## src/rtl/stsum_pkg.sv

```systemverilog
// Shared definitions for the segment tree range sum block.
// Field widths, defaults, mode codes and the accumulator control struct.
// No dependencies.
package stsum_pkg;

  localparam int LEAVES_DEFAULT = 1024;
  localparam int POS_W          = 10;
  localparam int DELTA_W        = 32;
  localparam int SUM_W          = 64;

  localparam logic MODE_ADD   = 1'b0;
  localparam logic MODE_QUERY = 1'b1;

  // Control from the sequencer to the query accumulator.
  typedef struct packed {
    logic clear;   // start of a query: zero the running sum
    logic issue;   // a pair of node reads was issued this cycle
    logic take_l;  // left node of the pair counts toward the sum
    logic take_r;  // right node of the pair counts toward the sum
  } acc_ctrl_t;

endpackage

```

## src/rtl/stsum_accum.sv

```systemverilog
// Query accumulator: selects the node values read for one level and adds them
// to the running sum over two pipeline stages. Depends on stsum_pkg.
module stsum_accum (
  input  logic                     clk,
  input  logic                     rst,
  input  stsum_pkg::acc_ctrl_t     ctrl,
  input  logic [stsum_pkg::SUM_W-1:0] rdata_a,
  input  logic [stsum_pkg::SUM_W-1:0] rdata_b,
  output logic [stsum_pkg::SUM_W-1:0] sum,
  output logic                     busy
);

  logic                        s1_valid;
  logic                        s1_take_l;
  logic                        s1_take_r;
  logic                        pair_valid;
  logic [stsum_pkg::SUM_W-1:0] pair;
  logic [stsum_pkg::SUM_W-1:0] sel_a;
  logic [stsum_pkg::SUM_W-1:0] sel_b;

  assign sel_a = s1_take_l ? rdata_a : '0;
  assign sel_b = s1_take_r ? rdata_b : '0;
  assign busy  = s1_valid | pair_valid;

  always_ff @(posedge clk) begin
    if (rst) begin
      s1_valid   <= 1'b0;
      pair_valid <= 1'b0;
    end else begin
      s1_valid   <= ctrl.issue;
      pair_valid <= s1_valid;
    end
    s1_take_l <= ctrl.take_l;
    s1_take_r <= ctrl.take_r;
    pair      <= sel_a + sel_b;
    if (ctrl.clear) begin
      sum <= '0;
    end else if (pair_valid) begin
      sum <= sum + pair;
    end
  end

endmodule

```

## config.mk

```make
export PLATFORM = sky130hd
export DESIGN_NAME = stsum_accum
export DESIGN_NICKNAME = d
export VERILOG_FILES = /design/src/rtl/stsum_pkg.sv /design/src/rtl/stsum_accum.sv
export SDC_FILE = /design/constraint.sdc
export NUM_CORES = 1
export LEC_CHECK = 0
export BUFFER_PORTS_ARGS = -buffer_cell sky130_fd_sc_hd__buf_2
export CORE_MARGIN = 10
export CORE_UTILIZATION = 60
export CTS_CLUSTER_SIZE = 12
export DETAILED_ROUTE_END_ITERATION = 12
export GPL_ROUTABILITY_DRIVEN = 0
export PLACE_DENSITY_LB_ADDON = 0.15
export SYNTH_ARGS = -nofsm -noshare
export SYNTH_HDL_FRONTEND = slang
export SYNTH_SLANG_ARGS = --single-unit
```

## constraint.sdc

```tcl
create_clock -name clk -period 8.6 [get_ports clk]
set_input_delay 0.43 -clock clk [delete_from_list [all_inputs] [get_ports clk]]
set_output_delay 0.43 -clock clk [all_outputs]
set_load 0.01 [all_outputs]
```

## After elaboration in Yosys (flattened, before gate mapping)

Index checks and enable logic that the tools add are counted.

| cells by class | value |
|---|---|
| bitwise logic cells | 1 |
| mux-type cells | 2 |
| add/sub/neg operators | 2 |

Operators with widths:

| operator | count |
|---|---|
| 64-bit adder | 2 |
| 64-bit 2-to-1 mux | 2 |
| 1-bit bitwise OR | 1 |

| word-level totals | value |
|---|---|
| register bits | 132 |
| input port bits | 134 |
| word-level logic and storage cells | 11 |

## Depth between registers and ports, before layout

| logic depth | value |
|---|---|
| depth in word-level cells | 2 |
| depth in mapped cells | 16 |

## Worst setup path before layout

OpenSTA, ideal clock, no wires.

| path | value |
|---|---|
| kind | register -> register |
| start point | register s1_take_l |
| end point | register pair[62] (netlist name) |
| required time | 8.472 ns |
| setup slack | 5.296 ns |
| stages on the path, launching flop included | 16 |
| data arrival time | 3.176 ns |
| cells stage by stage | dfxtp_1 > clkbuf_1 > and2_1 > ha_1 > fa_1 > a21o_1 > a311oi_1 > nand4bb_1 > a21oi_1 > nor3_1 > o21ai_1 > a31o_2 > a21oi_1 > nor2b_1 > or2_0 > a31oi_1 |

| on the way | value |
|---|---|
| cells in the longest elaborated chain, start to end | 2 |

Ends and longest elaborated chain:

| element | line | RTL |
|---|---|---|
| from (decl) | stsum_accum.sv:14 | `logic s1_take_l;` |
| from (signal assigned) | stsum_accum.sv:33 | `s1_take_l <= ctrl.take_l;` |
| 64-bit 2-to-1 mux | stsum_accum.sv:21 | `assign sel_a = s1_take_l ? rdata_a : '0;` |
| 64-bit adder | stsum_accum.sv:35 | `pair <= sel_a + sel_b;` |
| to (signal assigned) | stsum_accum.sv:35 |  |
| to (decl) | stsum_accum.sv:17 | `logic [stsum_pkg::SUM_W-1:0] pair;` |

No other way between the ends.
A chain may end at the register's enable or synchronous reset.

## Worst setup path after layout

| path | value |
|---|---|
| start point | register s1_take_r |
| end point | register pair[62] (netlist name) |

| on the way | value |
|---|---|
| cells in the longest elaborated chain, start to end | 2 |

Ends and longest elaborated chain:

| element | line | RTL |
|---|---|---|
| from (decl) | stsum_accum.sv:15 | `logic s1_take_r;` |
| from (signal assigned) | stsum_accum.sv:34 | `s1_take_r <= ctrl.take_r;` |
| 64-bit 2-to-1 mux | stsum_accum.sv:22 | `assign sel_b = s1_take_r ? rdata_b : '0;` |
| 64-bit adder | stsum_accum.sv:35 |  |

No other way between the ends.

==> impl_metrics.py <==
metrics = {
    "synthesis": {
        "netlist_area_um2": 12000,
        "synth_edf_count": 0,
        "synth_cells": 1507,
        "synth.ff_latch_count": 132,
        "ys_seq_area_share_pct": 22.1,
        "syn_area_per_cell_um2": 7.93,
        "ys.flop_type": "dfxtp_1",
        "synth_nets": 1769,
        "yosys_warnings": 0,
        "synth_cell_types": 92,
        "postSynth.asyncResetShare_pct": 0,
    },
    "sta": {
        "tightest_slew_ns": 0.925,
        "fin_crit_sh_pct": 47.8,
        "final-setup-viol-count": 0,
        "skew_ns": 0.0221,
        "rsz0062_at_grt": "false",
        "layout_min_cycle_time_ns": 4.11,
        "max_freq_ghz": 0.243,
        "finalHoldViolations": 0,
        "tns_ns": 0,
        "slew-limit-headroom_pct": 38.3,
        "maxSlewViolCount": 0,
    },
    "detailed_routing": {
        "vias_per_cell": 6.06,
        "drt_wl_total_mm": 33.9,
        "drc": 0,
        "drtAntennaViolNets": 0,
        "wl_per_cell_um": 17.7,
        "dr.first_iter.drc_count": 1012,
        "drt_first_pass_iters": 7,
        "vias": 11600,
    },
    "global_routing": {
        "grt_overflow": 0,
        "grtUsageTotal_pct": 24.8,
        "grt_max_degree": 65,
        "grt_pass1_vias": 11000,
        "antenna_found_initial": 0,
        "grt_pass1_wl_mm": 54.6,
    },
    "final_layout": {
        "syn2layout_area_growth_pct": 12.8,
        "diodes": 0,
        "nFillCells": 1676,
        "final_nets": 1897,
        "drive_gt1_share_pct": 16.7,
        "stdcell_area_um2": 13500,
        "final_core_util_pct": 69.1,
    },
    "clocking": {
        "cts_tree": "built",
        "htree_levels": 4,
        "cts_root_buffer": "clkbuf_16",
        "clock_path_buffers": 2,
        "clock_latency_ns": 0.43,
        "post-cts-setup-buffer-count": 0,
        "cts_buffers": 17,
        "clk_pin_slew_ns": 0.07,
        "cts_resized": 0,
        "cts_sinks": 132,
        "cts_hold_buf": 0,
    },
    "floorplanning": {
        "die_y_um": 161,
        "core_um2": 19500,
        "die-area_um2": 26000,
        "fp.dieW_um": 161,
        "std_cell_rows": 51,
        "initial_core_util_pct": 61.2,
        "io_pins": 199,
    },
    "pwr": {
        "leakage_nw": 6.47,
        "cellPowerDensity_nw_per_um2": 159,
        "power_w": 0.00215,
        "intPower_w": 0.00142,
        "switching_share_pct": 33.9,
        "power.clock.fraction_pct": 34.7,
        "seqPwrFrac_pct": 33.7,
        "ir_drop_v": 0.000139,
        "power_frac_comb_pct": 31.6,
        "switchingPower_w": 0.000729,
    },
    "place": {
        "portBuffers": 198,
        "dp.final_hpwl_mm": 27.2,
        "placed_area_um2": 12900,
    },
    "worst_setup_path": {
        "worstSetupPathType": "reg2reg",
        "cp-start-kind": "flop",
        "endpoint_kind": "flop",
        "crit_arrival_ns": 4.41,
        "required_ns": 8.90,
        "worst-path-max-fanout": 42,
    },
    "flow_run": {
        "maxCapViolations": 0,
    },
    "hold_path": {
        "hold_path.class": "in2reg",
    },
    "run_status": {
        "status": "completed",
    },
}
[layer usage]
layer | share of wire, % | GRT usage [%]
met5 | 0 | 0
met4 | 2.0 | 7.53
met3 | 9.3 | 5.26
met2 | 42 | 37.3
met1 | 46 | 34.8
[cells in the mapped netlist (all sizes together), types with 7 or more instances]
master  number  area (µm²)
mux2i       40         400
a211oi      11        87.6
nor2       120         453
nand3       34         175
o21a        16         121
nor3        21         110
and3        11        68.8
a31oi       19         125
dfxtp      132        2640
a221oi       7        91.3
buf         20         158
clkbuf      73         282
o21ai       79         414
a41oi        7        83.8
nand2      108         408
nand4       42         263
inv         29         109
xnor2       72         631
a21o        71         533
and2       138         863
a21oi      146         757
xor2        43         377
nand2b      10        62.6
a31o         9        78.8
ha         126        1580
o21bai      26         195
nor2b       17         106
[cell type report]
type	instances	area, µm²	area share (%)
Multi-Input combinational cell	1252	8760	65.0
Sequential cell	132	2640	19.6
Timing Repair Buffer	202	1020	7.57
Clock buffer	19	453	3.36
Tap cell	265	332	2.46
Clock inverter	13	158	1.17
Inverter	30	113	0.835
[final timing paths]
kind,end,cells past startpoint,startpoint,slack (ns)
worst max-delay path,pair[62],15,s1_take_r,4.49
worst min-delay path,s1_take_r,1,ctrl[0],0.10
worst max register to register,pair[62],15,s1_take_r,4.49
worst min register to register,pair_valid,1,s1_valid,0.46
[metrics by stage]
stage          setup WS (ns)  std cells  hold WS, ns
6_report                4.49       1913        0.100
5_1_grt                 4.15       1913        0.105
4_1_cts                 4.50       1913       0.0974
3_5_place_dp            4.52       1881        0.459
3_3_place_gp            4.67       1881        0.439
2_1_floorplan           5.30       1507        0.429
[cells by family after synthesis]
family | count (synthesis) | synth area share [%]
fa+ha+maj | 128 | 13.5
compound gates | 443 | 25.2
flops | 132 | 22.1
buf+inv | 123 | 4.61
mux | 41 | 3.44
simple gates | 525 | 22.7
xor+xnor | 115 | 8.42
[power by group through the flow]
stage	Clock [W]	Combinational, W	Sequential, W
global route	0.000776	0.000745	0.000727
global placement	0	0.000650	0.000733
finish	0.000746	0.000679	0.000723
floorplan	0	0.000509	0.000719
CTS	0.000749	0.000667	0.000721
detailed placement	0	0.000661	0.000734
[worst max-delay path, cell delays in order (launching register included)]
cell and delay [ns]:
dfxtp_1 0.47, buf_4 0.32, and2_1 0.20, ha_1 0.21, fa_1 0.42, a21o_1 0.22, a311oi_1 0.36, nand4bb_1 0.20
a21oi_1 0.08, nor3_1 0.33, o21ai_1 0.17, a31o_2 0.30, a21oi_1 0.21, nor2b_1 0.26, or2_0 0.15, a31oi_1 0.08
[registers in the layout, indices dropped and copies added, names as in the netlist]
signal      cells
sum            64
pair_valid      1
s1_take_r       1
pair           64
s1_take_l       1
s1_valid        1
[placed cells by master, fill, tap and decap left out, drive strengths merged, types with 4 or more instances in the layout]
cell type,netlist,routed
buf,20,202
a21oi,146,146
and2,138,138
dfxtp,132,132
ha,126,126
nor2,120,120
nand2,108,108
o21ai,79,79
xnor2,72,72
a21o,71,71
xor2,43,43
nand4,42,42
mux2i,40,40
nand3,34,34
inv,29,29
o21bai,26,26
nor3,21,21
a31oi,19,19
clkbuf,73,19
nor2b,17,17
o21a,16,16
and3,11,11
a211oi,11,11
nand2b,10,10
a31o,9,9
a221oi,7,7
a41oi,7,7
clkinv,1,7
nor4,6,6
o31ai,6,6
o211ai,5,5
o31a,4,4
a221o,4,4
o22ai,4,4
clkinvlp,0,4
a2111oi,4,4
nor4b,4,4
Power figures use the tool's default switching activity.
