**config.mk**
```make
export PLATFORM = sky130hd
export DESIGN_NAME = stsum_seq
export DESIGN_NICKNAME = d
export VERILOG_FILES = /design/src/rtl/stsum_pkg.sv /design/src/rtl/stsum_seq.sv
export SDC_FILE = /design/constraint.sdc
export NUM_CORES = 1
export LEC_CHECK = 0
export BUFFER_PORTS_ARGS = -buffer_cell sky130_fd_sc_hd__buf_4
export CAP_MARGIN = 10
export CORE_ASPECT_RATIO = 0.75
export CORE_UTILIZATION = 61
export CTS_CLUSTER_DIAMETER = 50
export DETAILED_ROUTE_END_ITERATION = 12
export PLACE_DENSITY_LB_ADDON = 0.15
export SETUP_SLACK_MARGIN = 0.05
export SYNTH_ARGS = -nofsm -noshare
export SYNTH_HDL_FRONTEND = slang
export SYNTH_SLANG_ARGS = --single-unit
```
**constraint.sdc**
```tcl
create_clock -name clk -period 15.16 [get_ports clk]
set_input_delay 4.548 -clock clk [delete_from_list [all_inputs] [get_ports clk]]
set_output_delay 4.548 -clock clk [all_outputs]
set_load 0.03 [all_outputs]
```
**src/rtl/stsum_pkg.sv**
```systemverilog
// Shared definitions for the segment tree range sum block.
// Field widths, defaults, mode codes and the accumulator control struct.
// No dependencies.
package stsum_pkg;

  localparam int LEAVES_DEFAULT = 1024;
  localparam int POS_W          = 10;
  localparam int DELTA_W        = 32;
  localparam int SUM_W          = 64;

  localparam logic MODE_ADD   = 1'b0;
  localparam logic MODE_QUERY = 1'b1;

  // Control from the sequencer to the query accumulator.
  typedef struct packed {
    logic clear;   // start of a query: zero the running sum
    logic issue;   // a pair of node reads was issued this cycle
    logic take_l;  // left node of the pair counts toward the sum
    logic take_r;  // right node of the pair counts toward the sum
  } acc_ctrl_t;

endpackage

```
**src/rtl/stsum_seq.sv**
```systemverilog
// Sequencer: clearing pass after reset, leaf-to-root update walk for adds and
// bottom-up pair walk for queries. Drives the node RAM. Depends on stsum_pkg.
module stsum_seq #(
  parameter int LEAVES = stsum_pkg::LEAVES_DEFAULT,
  localparam int NODES = 2 * LEAVES,
  localparam int NW    = $clog2(NODES)
) (
  input  logic                          clk,
  input  logic                          rst,
  input  logic                          in_valid,
  output logic                          in_ready,
  input  logic                          mode,
  input  logic [stsum_pkg::POS_W-1:0]   position,
  input  logic [stsum_pkg::DELTA_W-1:0] delta,
  input  logic [stsum_pkg::POS_W-1:0]   range_low,
  input  logic [stsum_pkg::POS_W-1:0]   range_high,
  output logic                          ram_we,
  output logic [NW-1:0]                 ram_waddr,
  output logic [stsum_pkg::SUM_W-1:0]   ram_wdata,
  output logic [NW-1:0]                 ram_raddr_a,
  output logic [NW-1:0]                 ram_raddr_b,
  input  logic [stsum_pkg::SUM_W-1:0]   ram_rdata_a,
  output stsum_pkg::acc_ctrl_t          acc_ctrl,
  input  logic                          acc_busy,
  output logic                          res_valid,
  input  logic                          res_ready
);

  typedef enum logic [2:0] {
    S_CLEAR,
    S_IDLE,
    S_ADD_LEAF,
    S_ADD_UP,
    S_Q_LOOP,
    S_Q_DRAIN,
    S_Q_RESULT
  } state_t;

  state_t                      state;
  logic [NW-1:0]               clr_addr;
  logic [NW-1:0]               node;
  logic [stsum_pkg::SUM_W-1:0] cur;
  logic [stsum_pkg::SUM_W-1:0] delta_ext;
  logic [NW-1:0]               l;
  logic [NW-1:0]               r;

  logic                        accept;
  logic [31:0]                 pos32;
  logic [31:0]                 lo32;
  logic [31:0]                 hi32;
  logic [31:0]                 hi_clamp;
  logic [NW-1:0]               leaf_node;
  logic [NW-1:0]               parent;
  logic [stsum_pkg::SUM_W-1:0] add_sum;
  logic                        take_l;
  logic                        take_r;
  logic                        more;
  logic [NW:0]                 l_inc;
  logic [NW-1:0]               r_dec;

  assign in_ready  = (state == S_IDLE);
  assign accept    = in_valid && in_ready;
  assign res_valid = (state == S_Q_RESULT);

  assign pos32     = 32'(position);
  assign lo32      = 32'(range_low);
  assign hi32      = 32'(range_high);
  assign hi_clamp  = (hi32 >= 32'(LEAVES)) ? 32'(LEAVES) - 32'd1 : hi32;
  assign leaf_node = NW'(pos32 + 32'(LEAVES));
  assign parent    = node >> 1;

  // One adder serves both the leaf update and every ancestor recompute.
  assign add_sum = ram_rdata_a + ((state == S_ADD_LEAF) ? delta_ext : cur);

  assign more   = (l <= r);
  assign take_l = l[0];
  assign take_r = ~r[0];
  assign l_inc  = {1'b0, l} + {{NW{1'b0}}, take_l};
  assign r_dec  = r - {{(NW-1){1'b0}}, take_r};

  always_comb begin
    ram_we       = 1'b0;
    ram_waddr    = node;
    ram_wdata    = add_sum;
    ram_raddr_a  = l;
    ram_raddr_b  = r;
    acc_ctrl     = '0;
    unique case (state)
      S_CLEAR: begin
        ram_we    = 1'b1;
        ram_waddr = clr_addr;
        ram_wdata = '0;
      end
      S_IDLE: begin
        ram_raddr_a    = leaf_node;
        acc_ctrl.clear = accept && (mode == stsum_pkg::MODE_QUERY);
      end
      S_ADD_LEAF: begin
        ram_we      = 1'b1;
        ram_raddr_a = node ^ NW'(1);
      end
      S_ADD_UP: begin
        ram_we      = 1'b1;
        ram_waddr   = parent;
        ram_raddr_a = parent ^ NW'(1);
      end
      S_Q_LOOP: begin
        acc_ctrl.issue  = more;
        acc_ctrl.take_l = more && take_l;
        acc_ctrl.take_r = more && take_r;
      end
      S_Q_DRAIN, S_Q_RESULT: begin
      end
      default: begin
      end
    endcase
  end

  always_ff @(posedge clk) begin
    if (rst) begin
      state    <= S_CLEAR;
      clr_addr <= '0;
    end else begin
      unique case (state)
        S_CLEAR: begin
          clr_addr <= clr_addr + NW'(1);
          if (clr_addr == NW'(NODES - 1)) begin
            state <= S_IDLE;
          end
        end
        S_IDLE: begin
          if (accept) begin
            if (mode == stsum_pkg::MODE_ADD) begin
              // A leaf past the end of the tree takes no update.
              if (pos32 < 32'(LEAVES)) begin
                node      <= leaf_node;
                delta_ext <= {{(stsum_pkg::SUM_W - stsum_pkg::DELTA_W){delta[
                              stsum_pkg::DELTA_W-1]}}, delta};
                state     <= S_ADD_LEAF;
              end
            end else begin
              l <= NW'(lo32 + 32'(LEAVES));
              r <= NW'(hi_clamp + 32'(LEAVES));
              // An empty range skips the walk and reports the cleared sum.
              state <= (lo32 > hi_clamp) ? S_Q_DRAIN : S_Q_LOOP;
            end
          end
        end
        S_ADD_LEAF: begin
          cur   <= add_sum;
          state <= S_ADD_UP;
        end
        S_ADD_UP: begin
          cur  <= add_sum;
          node <= parent;
          if (parent == NW'(1)) begin
            state <= S_IDLE;
          end
        end
        S_Q_LOOP: begin
          if (more) begin
            l <= l_inc[NW:1];
            r <= {1'b0, r_dec[NW-1:1]};
          end else begin
            state <= S_Q_DRAIN;
          end
        end
        S_Q_DRAIN: begin
          if (!acc_busy) begin
            state <= S_Q_RESULT;
          end
        end
        S_Q_RESULT: begin
          if (res_ready) begin
            state <= S_IDLE;
          end
        end
        default: begin
          state <= S_IDLE;
        end
      endcase
    end
  end

endmodule

```
# Word-level counts from Yosys, hierarchy flattened
# Index checks and enable logic that the tools add are counted.
classes:
  bitwise: 5
  n_reduce_logical: 14
  mux: 30
  eq_ne: 19
  order_cmp: 4
  addsub: 7
ops:
  columns: ["cell", "count"]
  rows:
  - ["$mux 64", 2]
  - ["$mux 11", 9]
  - ["$pmux 11 s2", 4]
  - ["$add 64x64->64", 1]
  - ["$add 10x11->11 const B", 3]
  - ["$pmux 11 s3", 1]
  - ["$mux 3", 9]
  - ["$pmux 3 s7", 1]
  - ["$reduce_and 5->1", 3]
  - ["$add 11x1->12", 1]
  - ["$ne 2x2->1 const B", 6]
  - ["$add 11x1->11 const B", 1]
  - ["$eq 11x11->1 const B", 1]
  - ["$ge 10x11->1 const B", 1]
  - ["$le 11x11->1", 1]
  - ["$lt 10x11->1 const B", 1]
  - ["$sub 11x1->11", 1]
  - ["$eq 10x1->1 const B", 1]
  - ["$gt 10x10->1", 1]
  - ["$mux 10", 1]
  - ["$eq 3x3->1 const B", 3]
  - ["$ne 2x1->1 const B", 4]
  - ["$reduce_and 7->1", 1]
  - ["$eq 3x2->1 const B", 2]
  - ["10 further kinds", 20]
word_totals:
  output_inout_bits: 104
  reg_bits: 143
  in_bits: 132

# Logic depth before layout (Yosys ltp)
depth:
  depth_word: 7
  mapped_depth: 17

# Worst setup path after synthesis
# Ideal clock, no wire load.
synth_timing:
  path_kind: "input-to-output"
  start: "input port ram_rdata_a[0] (netlist name)"
  end: "output port ram_wdata[58] (netlist name)"
  n_path_buf: 0
  cell_stages: 11
  arrival_ps: 7335
  path_slack_ps: 3277
  cell_sequence: "ha_1 > fa_1 > a211oi_1 > nor2_1 > o21ai_0 > a31o_2 > a31oi_2 > a21oi_2 > o21ai_2 > a21boi_2 > mux2i_1"
synth_via:
  elab_chain_cells: 2
synth_rtl:
  columns: ["item", "line_no", "text"]
  rows:
  - ["from (decl)", "stsum_seq.sv:22", "input logic [stsum_pkg::SUM_W-1:0] ram_rdata_a,"]
  - ["$add 64x64->64", "stsum_seq.sv:73", "assign add_sum = ram_rdata_a + ((state == S_ADD_LEAF) ? delta_ext : cur);"]
  - ["$mux 64", "stsum_seq.sv:88", "unique case (state)"]
  - ["to (decl)", "stsum_seq.sv:19", "output logic [stsum_pkg::SUM_W-1:0] ram_wdata,"]
# Every way passes these cells.

# Worst setup path in the final report
layout_timing:
  start: "input port ram_rdata_a[0] (netlist name)"
  end: "output port ram_wdata[62] (netlist name)"
# Same word-level chain as after synthesis.

==> results.json <==
{
  "syn-num-nets": 1567,
  "hpwl_mm": 25.3,
  "finClkSkew_ns": 0.00973,
  "syn_inst": 1341,
  "clkSlewWorstSetupHoldPaths_ns": 0.06,
  "grt_usage_pct": 35.0,
  "r2r_setup_slack_ns": 8.73,
  "maxSlewViolCount": 0,
  "rr_startpoint": "state[1]$_SDFFE_PP0P_",
  "cts_tree": "done",
  "intPower_mw": 0.921,
  "wire_per_inst_microns": 18.9,
  "hold_ws_ns": 0.506,
  "num_vias": 11123,
  "clock_latency_ns": 0.43,
  "portBuffers": 235,
  "fin_setup_tns_ns": 0,
  "seqCellArea_sq_um": 4150,
  "cts_hold_buf": 0,
  "max-cap-violations": 0,
  "wl_mm": 34.0,
  "grt-ovfl-total": 0,
  "p_sw_mw": 0.603,
  "io_pins": 236,
  "avgSynthCellArea_sq_um": 8.55,
  "final_common_cell": "buf_4",
  "core_sq_um": 18500,
  "pwr_density_cell_nw_per_um2": 110,
  "multi_input_area_sq_um": 6860,
  "numCtsBuffers": 17,
  "post-route-drc-count": 0,
  "cts.htree.levels": 4,
  "hold_viol_final": 0,
  "ys_dominant_reg_cell": "edfxtp_1",
  "status": "finished clean",
  "die_w_microns": 160,
  "power_frac_comb_pct": 43.2,
  "fin_cells": 1796,
  "final_cell_mix": "243 x buf_4, 214 x nand2_1, 129 x edfxtp_1",
  "ant_nets": 0,
  "initial_utilization_pct": 62.1,
  "cp_max_fo": 5,
  "cp.required_ns": 10.61,
  "hold_start": "clr_addr[1]$_SDFFE_PP0P_",
  "swShare_pct": 39.6,
  "first_pass_iters": 6,
  "cp-startpoint": "ram_rdata_a[0]",
  "routabilityCongestion": 0.934,
  "postCtsSetupRepairBufs": 0,
  "endpoint_kind": "output pin",
  "ys_ff_latch": 143,
  "grt_pass1_wl_mm": 53.3,
  "period_minus_slack_ns": 12.32,
  "nFillCells": 1362,
  "arrival_ns": 7.77,
  "holdPathStages": 2,
  "crit_type": "in2out",
  "antenna_found_initial": 0,
  "ys_warn_count": 0,
  "place_inst": 1764,
  "ys_types": 75,
  "rsz0062_at_grt": "no",
  "synth_edf_count": 129,
  "routed_via_density": 6.19,
  "holdPathEnd": "clr_addr[1]$_SDFFE_PP0P_",
  "fin_util_pct": 75.4,
  "cts_resized": 0,
  "grt_pass1_vias": 10178,
  "ir_worst_vdd_mv": 0.118,
  "reg2reg_to": "cur[63]$_DFFE_PP_",
  "syn_area_sq_um": 11500,
  "leakagePower_nw": 6.17,
  "area_growth_pct": 21.5,
  "setup_ws_ns": 2.84,
  "cts.path.max_buffers": 2,
  "clockPowerShare_pct": 26.3,
  "ys_seq_area_share_pct": 36.2,
  "p_seq_share_pct": 30.5,
  "fin_crit_sh_pct": 81.3,
  "r2r_cells": 16,
  "die_area_sq_um": 19300,
  "nNetsFinal": 1762,
  "finalSetupViolCount": 0,
  "post-place-ws_ns": 2.91,
  "tightest_slew_ns": 1.11,
  "die_height_microns": 121,
  "relSlewSlack_pct": 26.2,
  "ys_async_sr_fraction_pct": 0,
  "drive_above_1_share_pct": 20.1,
  "initialDrtViolationCount": 1317,
  "grt_max_degree": 65,
  "antenna_cells": 0,
  "startpoint_type": "primary input",
  "clkSinkCount": 143,
  "hold_class": "reg2reg",
  "core.rowCount": 43,
  "root_buffer": "clkbuf_16",
  "timing.fmax_mhz": 81.2
}
## synthesized netlist by cell type, types with 3 or more instances
cell type | number | area (sq um)
a22oi_1 | 3 | 22.5
a21boi_0 | 4 | 30.0
mux2_2 | 3 | 33.8
xnor2_1 | 53 | 464
a21oi_1 | 112 | 561
o21ai_2 | 3 | 26.3
nor2b_1 | 7 | 43.8
o22ai_1 | 30 | 188
and3_1 | 6 | 37.5
o21ai_0 | 81 | 405
a31oi_1 | 12 | 75.1
nor4_1 | 6 | 37.5
o211ai_1 | 7 | 52.6
clkbuf_1 | 57 | 214
inv_1 | 58 | 218
a41oi_1 | 4 | 35.0
xor2_1 | 29 | 254
or4_1 | 3 | 22.5
nand2b_1 | 6 | 37.5
dfxtp_1 | 14 | 280
a221o_1 | 4 | 40.0
o21bai_1 | 18 | 135
ha_1 | 93 | 1160
nand3_1 | 12 | 60.1
a221oi_1 | 3 | 26.3
nand2_1 | 216 | 811
mux2i_1 | 8 | 80.1
buf_2 | 6 | 30.0
or2_2 | 9 | 56.3
a21o_1 | 67 | 503
a2bb2oi_1 | 8 | 70.1
nor2_1 | 96 | 360
o21a_1 | 8 | 60.1
or3_1 | 6 | 37.5
nor3_1 | 13 | 65.1
o31ai_1 | 4 | 30.0
a211oi_1 | 8 | 60.1
edfxtp_1 | 129 | 3870
and2_1 | 58 | 363
nand4_1 | 36 | 225
## kinds of logic after synthesis
family,share of synthesized area [%]
AND/OR/NAND/NOR,19.6
AO/OA/AOI/OAI,22.2
adder cells (fa/ha/maj),10.3
XOR/XNOR,6.27
buffers and inverters,4.30
multiplexers,0.994
flip-flops,36.2
## how the worst max path moves through the flow
stage                               end  slack [ns]  depth (start not counted)
after floorplan           ram_wdata[58]        3.28                         11
after global placement    ram_wdata[58]        2.93                         13
after detailed placement  ram_wdata[58]        2.91                         13
after CTS                 ram_wdata[58]        2.89                         13
final                     ram_wdata[62]        2.84                         13
after global routing      ram_wdata[58]        2.65                         13
## layout make-up
type / instances / share of cell area [%]
Inverter: 61 / 1.64
Tap cell: 247 / 2.22
Clock inverter: 11 / 0.548
Sequential cell: 143 / 29.8
Multi-Input combinational cell: 1070 / 49.2
Timing Repair Buffer: 243 / 13.1
Clock buffer: 21 / 3.39
## worst max-delay path, stage by stage
cell and delay, ns:
buf_4 0.11, ha_1 0.21, fa_1 0.46, a211oi_1 0.26, nor2_1 0.13, o21ai_0 0.42, a31o_2 0.29, a31oi_2 0.16
a21oi_2 0.42, o21bai_1 0.14, o211ai_1 0.16, mux2i_1 0.28, buf_4 0.19
## power by group through the flow
stage | registers (mW) | logic (mW) | clock network, mW
after global routing | 0.465 | 0.705 | 0.418
after global placement | 0.472 | 0.637 | 0
after CTS | 0.464 | 0.652 | 0.401
after detailed placement | 0.472 | 0.647 | 0
final | 0.464 | 0.659 | 0.401
after floorplan | 0.470 | 0.429 | 0
## sequential cells by signal, summed over array words and instances (netlist names)
register / cells
cur: 64
clr_addr: 11
node: 11
ram_raddr_b: 11
state: 3
l: 11
delta_ext: 32
## stage by stage
| step | instance area [sq um] | total power [mW] |
|---|---|---|
| after floorplan | 11500 | 0.900 |
| after global placement | 13400 | 1.11 |
| after detailed placement | 13400 | 1.12 |
| after CTS | 13900 | 1.52 |
| after global routing | 13900 | 1.59 |
| final | 13900 | 1.52 |
## metal layers
layer	share of wire (%)	GRT usage [%]	up-vias
met3	10	7.07	59
met1	44	50.7	5169
li1	-	-	5232
met2	44	52.9	663
met5	0	0	-
met4	2.2	10.1	0
Note: power is estimated with default switching activity, not from simulation.
